File: src/alpb_pkg.sv
`timescale 1ns / 1ps

package alpb_pkg;

  // Channel width and the largest channel value.
  localparam int CHAN_W   = 8;
  localparam int CHAN_MAX = 255;

  // Number of level inputs and tint registers that exist on the ports.
  localparam int PHYS_LAYERS = 4;

  // Configuration port widths.
  localparam int CFG_INDEX_W = 3;
  localparam int CFG_DATA_W  = 24;
  localparam int COUNT_W     = 3;

  // Configuration register indexes.
  localparam logic [CFG_INDEX_W-1:0] REG_NUM_LAYERS   = 3'd0;
  localparam logic [CFG_INDEX_W-1:0] REG_LAYER0_COLOR = 3'd1;

  // One RGB888 value; the packing matches the tint registers.
  typedef struct packed {
    logic [CHAN_W-1:0] red;
    logic [CHAN_W-1:0] green;
    logic [CHAN_W-1:0] blue;
  } rgb_t;

  // Exact floor(p / 255) for any 16-bit product of two 8-bit values.
  function automatic logic [CHAN_W-1:0] div255(input logic [2*CHAN_W-1:0] p);
    logic [2*CHAN_W:0] t;
    t = {1'b0, p} + (2*CHAN_W+1)'(p[2*CHAN_W-1:CHAN_W]) + (2*CHAN_W+1)'(1);
    return t[2*CHAN_W-1:CHAN_W];
  endfunction

endpackage

File: src/alpb_lane.sv
`timescale 1ns / 1ps

module alpb_lane (
  input  logic                           clk,
  input  alpb_pkg::rgb_t                 tint,
  input  logic [alpb_pkg::CHAN_W-1:0]    level,
  input  logic                           en,
  output alpb_pkg::rgb_t                 quot
);
  import alpb_pkg::*;

  logic [CHAN_W-1:0]   lvl;
  logic [2*CHAN_W-1:0] prod_red;
  logic [2*CHAN_W-1:0] prod_green;
  logic [2*CHAN_W-1:0] prod_blue;

  // A disabled layer contributes nothing, so its level is forced to zero.
  assign lvl = en ? level : '0;

  // First stage: one 8x8 product per channel.
  always_ff @(posedge clk) begin
    prod_red   <= tint.red   * lvl;
    prod_green <= tint.green * lvl;
    prod_blue  <= tint.blue  * lvl;
  end

  // Second stage: scale each product back to the channel range.
  always_ff @(posedge clk) begin
    quot.red   <= div255(prod_red);
    quot.green <= div255(prod_green);
    quot.blue  <= div255(prod_blue);
  end

endmodule

File: src/alpb_merge.sv
`timescale 1ns / 1ps

module alpb_merge #(
  parameter int NUM_LANES = 4
) (
  input  logic           clk,
  input  alpb_pkg::rgb_t bg,
  input  alpb_pkg::rgb_t quot [NUM_LANES],
  output alpb_pkg::rgb_t pix
);
  import alpb_pkg::*;

  localparam int SUM_W = CHAN_W + $clog2(NUM_LANES + 1);

  logic [SUM_W-1:0] sum_red;
  logic [SUM_W-1:0] sum_green;
  logic [SUM_W-1:0] sum_blue;

  // Add the background and every lane's contribution per channel.
  always_comb begin
    sum_red   = SUM_W'(bg.red);
    sum_green = SUM_W'(bg.green);
    sum_blue  = SUM_W'(bg.blue);
    for (int i = 0; i < NUM_LANES; i++) begin
      sum_red   = sum_red   + SUM_W'(quot[i].red);
      sum_green = sum_green + SUM_W'(quot[i].green);
      sum_blue  = sum_blue  + SUM_W'(quot[i].blue);
    end
  end

  // Saturate each channel at full scale and register the pixel.
  always_ff @(posedge clk) begin
    pix.red   <= (sum_red   > SUM_W'(CHAN_MAX)) ? CHAN_W'(CHAN_MAX) : sum_red[CHAN_W-1:0];
    pix.green <= (sum_green > SUM_W'(CHAN_MAX)) ? CHAN_W'(CHAN_MAX) : sum_green[CHAN_W-1:0];
    pix.blue  <= (sum_blue  > SUM_W'(CHAN_MAX)) ? CHAN_W'(CHAN_MAX) : sum_blue[CHAN_W-1:0];
  end

endmodule

File: src/additive_layer_pixel_blend_unit.sv
`timescale 1ns / 1ps

// Additive tinted-layer pixel blender. One pixel is taken on every clock at
// which start is high; busy never rises, so pixels may stream back to back
// without a gap. Each pixel comes out once it has passed the pipeline, as a
// single-cycle beat marked by done, and results leave in the order the pixels
// came in. The receiver cannot stall the block and must take every beat. The
// pipeline has one stage of 8x8 multipliers, one stage that scales each
// product by 1/255, and the merge stage that adds the layers to the
// background and saturates. Layer tints and the layer count are written
// through the cfg port, which is always ready, and should only be changed
// while no pixel is in flight.
module additive_layer_pixel_blend_unit #(
  parameter int MAX_LAYERS = 4
) (
  input  logic                               clk,
  input  logic                               rst,
  // Pixel command channel
  input  logic                               start,
  output logic                               busy,
  input  logic [7:0]                         bg_red,
  input  logic [7:0]                         bg_green,
  input  logic [7:0]                         bg_blue,
  input  logic [7:0]                         layer0_level,
  input  logic [7:0]                         layer1_level,
  input  logic [7:0]                         layer2_level,
  input  logic [7:0]                         layer3_level,
  // Result strobe
  output logic                               done,
  output logic [7:0]                         out_red,
  output logic [7:0]                         out_green,
  output logic [7:0]                         out_blue,
  // Configuration write channel
  input  logic                               cfg_valid,
  output logic                               cfg_ready,
  input  logic [alpb_pkg::CFG_INDEX_W-1:0]   cfg_index,
  input  logic [alpb_pkg::CFG_DATA_W-1:0]    cfg_data
);
  import alpb_pkg::*;

  localparam int NUM_LANES = (MAX_LAYERS < PHYS_LAYERS) ? MAX_LAYERS : PHYS_LAYERS;
  localparam int LANE_CNT_W = COUNT_W + 1;

  logic [COUNT_W-1:0]    num_layers;
  rgb_t                  tint [NUM_LANES];
  logic [LANE_CNT_W-1:0] eff_count;
  logic [CHAN_W-1:0]     level_in [PHYS_LAYERS];
  rgb_t                  quot [NUM_LANES];
  rgb_t                  bg_in;
  rgb_t                  bg_d1;
  rgb_t                  bg_d2;
  rgb_t                  pix;
  logic                  accept;
  logic                  cfg_write;
  logic                  valid_s1;
  logic                  valid_s2;
  logic                  valid_s3;

  assign busy      = 1'b0;
  assign cfg_ready = 1'b1;
  assign accept    = start && !busy;
  assign cfg_write = cfg_valid && cfg_ready;

  // Layer count register; counts above the lane count saturate.
  always_ff @(posedge clk) begin
    if (rst) begin
      num_layers <= '0;
    end else if (cfg_write && cfg_index == REG_NUM_LAYERS) begin
      num_layers <= cfg_data[COUNT_W-1:0];
    end
  end

  assign eff_count = (LANE_CNT_W'(num_layers) > LANE_CNT_W'(NUM_LANES)) ?
                     LANE_CNT_W'(NUM_LANES) : LANE_CNT_W'(num_layers);

  assign level_in[0] = layer0_level;
  assign level_in[1] = layer1_level;
  assign level_in[2] = layer2_level;
  assign level_in[3] = layer3_level;

  // One tint register and one blend lane per layer.
  for (genvar i = 0; i < NUM_LANES; i++) begin : g_lane
    always_ff @(posedge clk) begin
      if (rst) begin
        tint[i] <= '0;
      end else if (cfg_write && cfg_index == CFG_INDEX_W'(REG_LAYER0_COLOR + i)) begin
        tint[i] <= rgb_t'(cfg_data);
      end
    end

    alpb_lane u_lane (
      .clk   (clk),
      .tint  (tint[i]),
      .level (level_in[i]),
      .en    (LANE_CNT_W'(i) < eff_count),
      .quot  (quot[i])
    );
  end

  // Background rides alongside the two lane stages.
  assign bg_in = '{red: bg_red, green: bg_green, blue: bg_blue};

  always_ff @(posedge clk) begin
    bg_d1 <= bg_in;
    bg_d2 <= bg_d1;
  end

  alpb_merge #(
    .NUM_LANES (NUM_LANES)
  ) u_merge (
    .clk  (clk),
    .bg   (bg_d2),
    .quot (quot),
    .pix  (pix)
  );

  // Beat tracking through the three stages.
  always_ff @(posedge clk) begin
    if (rst) begin
      valid_s1 <= 1'b0;
      valid_s2 <= 1'b0;
      valid_s3 <= 1'b0;
    end else begin
      valid_s1 <= accept;
      valid_s2 <= valid_s1;
      valid_s3 <= valid_s2;
    end
  end

  assign done      = valid_s3;
  assign out_red   = pix.red;
  assign out_green = pix.green;
  assign out_blue  = pix.blue;

  // Every accepted pixel produces a result beat.
  assert property (@(posedge clk) disable iff (rst) accept |-> ##3 done)
    else $error("accepted pixel did not produce a result beat");

  // No beat appears without a pixel accepted earlier, traced back through valid_s2 and valid_s1.
  assert property (@(posedge clk) disable iff (rst)
    done |-> $past(valid_s2) && $past(valid_s1, 2))
    else $error("result beat without a matching accepted pixel");

  // With no layers enabled the pixel passes through unchanged.
  assert property (@(posedge clk) disable iff (rst)
    (done && num_layers == '0 && $stable(num_layers) && $past(valid_s2)) |->
      out_red == $past(bg_d2.red) &&
      out_green == $past(bg_d2.green) && out_blue == $past(bg_d2.blue))
    else $error("pass-through pixel altered with no layers enabled");

endmodule

File: config.mk
export PLATFORM = sky130hd
export DESIGN_NAME = additive_layer_pixel_blend_unit
export DESIGN_NICKNAME = d
export VERILOG_FILES = /design/src/alpb_pkg.sv /design/src/alpb_lane.sv /design/src/alpb_merge.sv /design/src/additive_layer_pixel_blend_unit.sv
export SDC_FILE = /design/constraint.sdc
export NUM_CORES = 2
export LEC_CHECK = 0
export BUFFER_PORTS_ARGS = -buffer_cell sky130_fd_sc_hd__buf_2
export CORE_UTILIZATION = 35
export DETAILED_ROUTE_END_ITERATION = 7
export PLACE_DENSITY = 0.51
export SLEW_MARGIN = 40
export SYNTH_ARGS = -nofsm -noshare
export SYNTH_HDL_FRONTEND = slang
export SYNTH_SLANG_ARGS = --single-unit
File: constraint.sdc
create_clock -name clk -period 6.1 [get_ports clk]
set_input_delay 1.22 -clock clk [delete_from_list [all_inputs] [get_ports clk]]
set_output_delay 1.22 -clock clk [all_outputs]
set_load 0.01 [all_outputs]
After elaboration in Yosys (flattened, before gate mapping) --
Memory sizes are Yosys's and may differ from the RTL's. Cells that the tools add are included.
Word-level totals: word-level logic and storage cells 131, memories kept 1, bits of input ports 87, output and inout bits 27, RAM bits 96, flip-flop bits (word level) 366
Cells by class: eq/ne operators 4, muxes and demuxes 23, reduce and logical (&&, ||, !) cells 6, multiply operators 12, bitwise operators 4, add/sub/neg operators 36, order comparisons 8
Memory list:
- tint | words 4, width 24, read ports 4, clocked after Yosys merged registers in 0, wr ports 4, RTL line additive_layer_pixel_blend_unit.sv:45 | rgb_t tint [NUM_LANES];
Operators by type and width (count):
- 16-bit by 1-bit adder with 16-bit output (second input constant) | 12
- 16-bit by 8-bit adder with 16-bit output | 12
- 8-bit by 8-bit multiplier with 16-bit output | 12
- 11-bit by 8-bit adder with 11-bit output | 9
- 24-bit 2-to-1 mux | 4
- 11-bit by 8-bit > comparator with 1-bit output (second input constant) | 3
- 8-bit 2-to-1 mux | 4
- 8-bit by 8-bit adder with 9-bit output | 3
- 1-bit 2-to-1 mux | 14
- 3-bit by 2-bit equality test with 1-bit output (second input constant) | 2
- 1-bit by 3-bit < comparator with 1-bit output (first input constant) | 2
- 2-bit by 3-bit < comparator with 1-bit output (first input constant) | 2
- 1-bit logical AND | 5
- 1-bit OR | 4
- 3-bit by 1-bit equality test with 1-bit output (second input constant) | 1
- 3-bit equality test (second input constant) | 1
- 3-bit > comparator (second input constant) | 1
- 3-bit logical NOT | 1
- 3-bit 2-to-1 mux | 1

Longest topological paths before layout --
depth in word-level cells 6, depth in mapped cells 19

Hierarchy --
From an unflattened synthesis, not the netlist that was laid out.
Unflattened totals: cells, all modules 4672, area total of the unflattened synthesis 44496.4 um^2
By module, submodules not included:
- alpb_lane at g_lane[0].u_lane ... | cells each 992, instances 2, area each 8983.6 um^2
- alpb_lane at g_lane[3].u_lane | cells each 1006, instances 1, area each 9021.2 um^2
- alpb_lane at g_lane[2].u_lane | cells each 970, instances 1, area each 8893.5 um^2
- additive_layer_pixel_blend_unit | cells each 325, instances 1, area each 4979.8 um^2
- alpb_merge | cells each 387, instances 1, area each 3634.7 um^2

Worst setup path before layout --
Ideal clock, no wire load.
path type input port to flip-flop, from input layer3_level[5], to register g_lane[3].u_lane.prod_green[15], slack 0.676 ns, stages 18, arrival time 5.304 ns, path buffers 2, data required time 5.979 ns, cells stage by stage and2_1 clkbuf_1 clkbuf_1 nand2_1 fa_1 fa_1 inv_1 fa_1 inv_1 fa_1 inv_1 ha_1 o21a_1 o31a_1 o41a_1 a221oi_2 a21oi_2 xnor2_1
On the way: longest elaborated chain between the ends 2
Ends and longest elaborated chain:
- start: declaration | RTL line additive_layer_pixel_blend_unit.sv:27 | input logic [7:0] layer3_level,
- 8-bit 2-to-1 mux | RTL line alpb_lane.sv:18 | assign lvl = en ? level : '0;
- 8-bit by 8-bit multiplier with 16-bit output | RTL line alpb_lane.sv:23 | prod_green <= tint.green * lvl;
- end signal: assignment | RTL line alpb_lane.sv:23
- end: declaration | RTL line alpb_lane.sv:14 | logic [2*CHAN_W-1:0] prod_green;
No other way between the ends. A chain may end at the register's enable or synchronous reset.

Worst setup path in the final report --
from register num_layers[2], to register g_lane[0].u_lane.prod_red[13]
On the way: longest elaborated chain between the ends 5
Ends and longest elaborated chain:
- start: declaration | RTL line additive_layer_pixel_blend_unit.sv:44 | logic [COUNT_W-1:0] num_layers;
- start signal: assignment | RTL line additive_layer_pixel_blend_unit.sv:69 | num_layers <= cfg_data[COUNT_W-1:0];
- 3-bit > comparator | RTL line additive_layer_pixel_blend_unit.sv:73 | assign eff_count = (LANE_CNT_W'(num_layers) > LANE_CNT_W'(NUM_LANES)) ?
- 3-bit 2-to-1 mux * | RTL line additive_layer_pixel_blend_unit.sv:73
- 1-bit by 3-bit < comparator with 1-bit output * | RTL line additive_layer_pixel_blend_unit.sv:95 | .en (LANE_CNT_W'(i) < eff_count),
- 8-bit 2-to-1 mux * | RTL line alpb_lane.sv:18
- 8-bit by 8-bit multiplier with 16-bit output * | RTL line alpb_lane.sv:22 | prod_red <= tint.red * lvl;
- end signal: assignment | RTL line alpb_lane.sv:22
- end: declaration | RTL line alpb_lane.sv:13 | logic [2*CHAN_W-1:0] prod_red;
Mark *: on every way between the ends. The rest lies on a longest branch, timed or not.

==> impl_metrics.py <==
metrics = {
    "yosys": {
        "syn_inst": 4319,
        "synth_area_um2": 42140,
        "seq_area_frac_synth_pct": 24.23,
        "synth_ff_type": "dfxtp_1",
        "yosysWarnings": 0,
        "synth_most_common_cell": "inv_1",
        "synth-seq-cells": 462,
        "synthTopCellsByCount": "inv_1, ha_1, and2_1, fa_1, dfxtp_1",
        "yosysTopAreaCell": "fa_1",
        "synthDistinctLibCells": 68,
        "synth_edf_count": 96,
        "yosys-top-cells-area": "fa_1, dfxtp_1, ha_1",
        "synthesis.nets": 5459,
        "syn_avg_cell_area_um2": 9.758,
        "async_flop_share_pct": 0,
        "yosysTopAreaCellShare_pct": 22.94,
    },
    "timing": {
        "relSlewSlack_pct": 43.99,
        "period_needed_ns": 5.247,
        "rsz0062_at_grt": "false",
        "setup_viol": 0,
        "max_freq_ghz": 0.1906,
        "setup_ws_ns": 0.8529,
        "whs_ns": 0.3127,
        "post-route-period-util_pct": 86.02,
        "slew_viol_final": 0,
        "hold_viol_final": 0,
        "setup-tns-final_ns": 0,
        "fin_skew_ns": 0.03092,
        "tightest_slew_ns": 0.8314,
    },
    "worst_setup_path": {
        "cp.required_ns": 6.63,
        "setup.worst_path.end_class": "flop",
        "cp.arrival_ns": 5.78,
        "reg2reg_depth": 19,
        "crit_type": "flop to flop",
        "crit_path_start_kind": "flop",
        "crit_fanout": 24,
    },
    "route": {
        "drt_first_pass_iters": 5,
        "drt_first_iter_violations": 1188,
        "drc": 0,
        "final_antenna_net_count": 0,
        "via_per_inst": 4.702,
        "wl_um": 103500,
        "vias": 28694,
        "wire_per_inst_um": 16.96,
    },
    "placed_design": {
        "dpl.hpwl_um": 82350,
        "numPortBuffers": 111,
        "pre_cts_slack_ns": 0.3883,
        "gp_congestion": 0.8241,
    },
    "global_routing": {
        "use_met3_pct": 2.757,
        "grt_pass1_vias": 30004,
        "antenna_found_initial": 23,
        "grtUsageTotal_pct": 17.63,
        "grt_remaining_overflow": 0,
        "grt_use_met2_pct": 28.91,
        "grt_max_degree": 66,
        "grt.busiest_layer": "met2",
        "use_met1_pct": 23.59,
        "grt_pass1_wl_um": 167800,
    },
    "power_and_ir_drop": {
        "p_per_area_nw_per_um2": 177.3,
        "peakVddDrop_mv": 0.2016,
        "leakagePower_nw": 24.12,
    },
    "worst_hold_path": {
        "hold_depth": 0,
        "worstHoldPathType": "flop to flop",
    },
    "clocking": {
        "post_cts_buffers": 0,
        "postCtsResizedCells": 0,
        "cts_root_buffer": "clkbuf_16",
        "cts_tree": "built",
        "clkTransAtPathRegs_ns": 0.06,
        "cts_buffers": 58,
        "cts_sinks": 462,
        "holdBufCountCts": 0,
        "clock_path_buffers": 3,
        "htreeDepth": 2,
        "clkLatencyLatePin_ns": 0.66,
    },
    "finish": {
        "nNetsFinal": 5584,
        "utilization_pct": 39.44,
        "nFillCells": 11811,
        "syn2layout_area_growth_pct": 11.09,
        "final_layout_size_suffix_gt1_share_pct": 6.637,
    },
    "die": {
        "die_w_um": 349,
        "rows": 126,
        "fp.dieH_um": 349,
        "start_util_pct": 35.50,
        "io_pins": 114,
        "die_area_um2": 121800,
        "fp.coreArea_um2": 118700,
    },
    "outcome": {
        "outcome": "completed",
    },
    "job": {
        "cap_viol_max_count": 0,
    },
}
[cells in the final DEF (no fill, tap or decap), types with 30 or more instances in the layout]
cell type / n
inv_1: 706
ha_1: 570
and2_1: 518
fa_1: 483
dfxtp_1: 365
nand2_1: 342
xnor2_1: 198
a21oi_1: 121
and3_1: 115
buf_2: 111
nor2_1: 105
edfxtp_1: 96
o21ai_0: 83
a21o_1: 63
clkbuf_16: 60
nor2b_1: 50
xor2_1: 49
buf_4: 49
nand3_1: 46
o21a_1: 35
nor3_1: 33
nand4_1: 31
nand2b_1: 30
[critical path, stage by stage (launching register included)]
cell and delay (ns):
dfxtp_2 0.42, nor3_1 0.23, buf_4 0.22, nor2b_1 0.06
buf_4 0.22, and2_1 0.21, fa_1 0.53, inv_1 0.05
fa_1 0.53, inv_1 0.05, fa_1 0.48, inv_1 0.05
fa_1 0.47, inv_1 0.04, ha_1 0.31, o21ai_0 0.30
a211oi_1 0.11, or3_1 0.40, o31a_1 0.27, xor2_1 0.14
[registers in the layout (all words and copies together) (netlist names)]
name / count
g_lane.u_lane.prod_green: 64
g_lane.u_lane.quot: 96
g_lane.u_lane.prod_blue: 64
tint: 96
done: 1
valid_s2: 1
bg_d1: 24
num_layers: 3
valid_s1: 1
bg_d2: 24
u_merge.pix: 24
g_lane.u_lane.prod_red: 64
[cell type report]
class / instances / area, um^2 / area share [%]
multi-input cells: 3052 / 28950 / 61.83
flip-flops and latches: 462 / 10210 / 21.81
inverters: 706 / 2650 / 5.661
well taps: 1600 / 2002 / 4.276
clock buffers: 77 / 1675 / 3.579
repair buffers: 164 / 1003 / 2.143
clock inverters: 29 / 296.5 / 0.6334
diodes: 13 / 32.53 / 0.06949
[final timing paths]
path                 startpoint                       endpoint  slack [ns]
setup / recovery  num_layers[2]  g_lane[0].u_lane.prod_red[13]        0.85
hold / removal         bg_d1[1]                       bg_d2[1]        0.31
setup reg to reg  num_layers[2]  g_lane[0].u_lane.prod_red[13]        0.85
hold reg to reg        bg_d1[1]                       bg_d2[1]        0.31
[per-stage QoR]
step / cells / total power [mW] / cell area (um^2)
2_1_floorplan: 4319 / 4.350 / 42140
3_3_place_gp: 5984 / 4.885 / 44810
3_5_place_dp: 5984 / 4.887 / 44810
4_1_cts: 6090 / 8.453 / 46780
5_1_grt: 6090 / 8.761 / 46780
6_report: 6103 / 8.302 / 46820
[metal layers]
layer,vias up,routed length (um)
li1,14104,-
met1,13990,47200
met2,470,47580
met3,126,5481
met4,4,3245
met5,-,24
[where the power goes]
part / switching [mW] / internal (mW)
Clock: 1.43 / 2.07
Sequential: 0.214 / 3.35
Combinational: 0.715 / 0.511
Total: 2.36 / 5.94
[kinds of logic (layout without fill, tap and decap cells)]
group	after synthesis	in the layout	share of synthesized area, %
compound gates	435	435	6.790
xor+xnor	247	247	5.133
fa+ha+maj	1053	1053	39.87
buf+inv	805	976	7.188
flops	462	462	24.23
mux	5	5	0.1188
other cells	2	15	0.01782
simple gates	1310	1310	16.66
(Power assumes the default switching activity.)
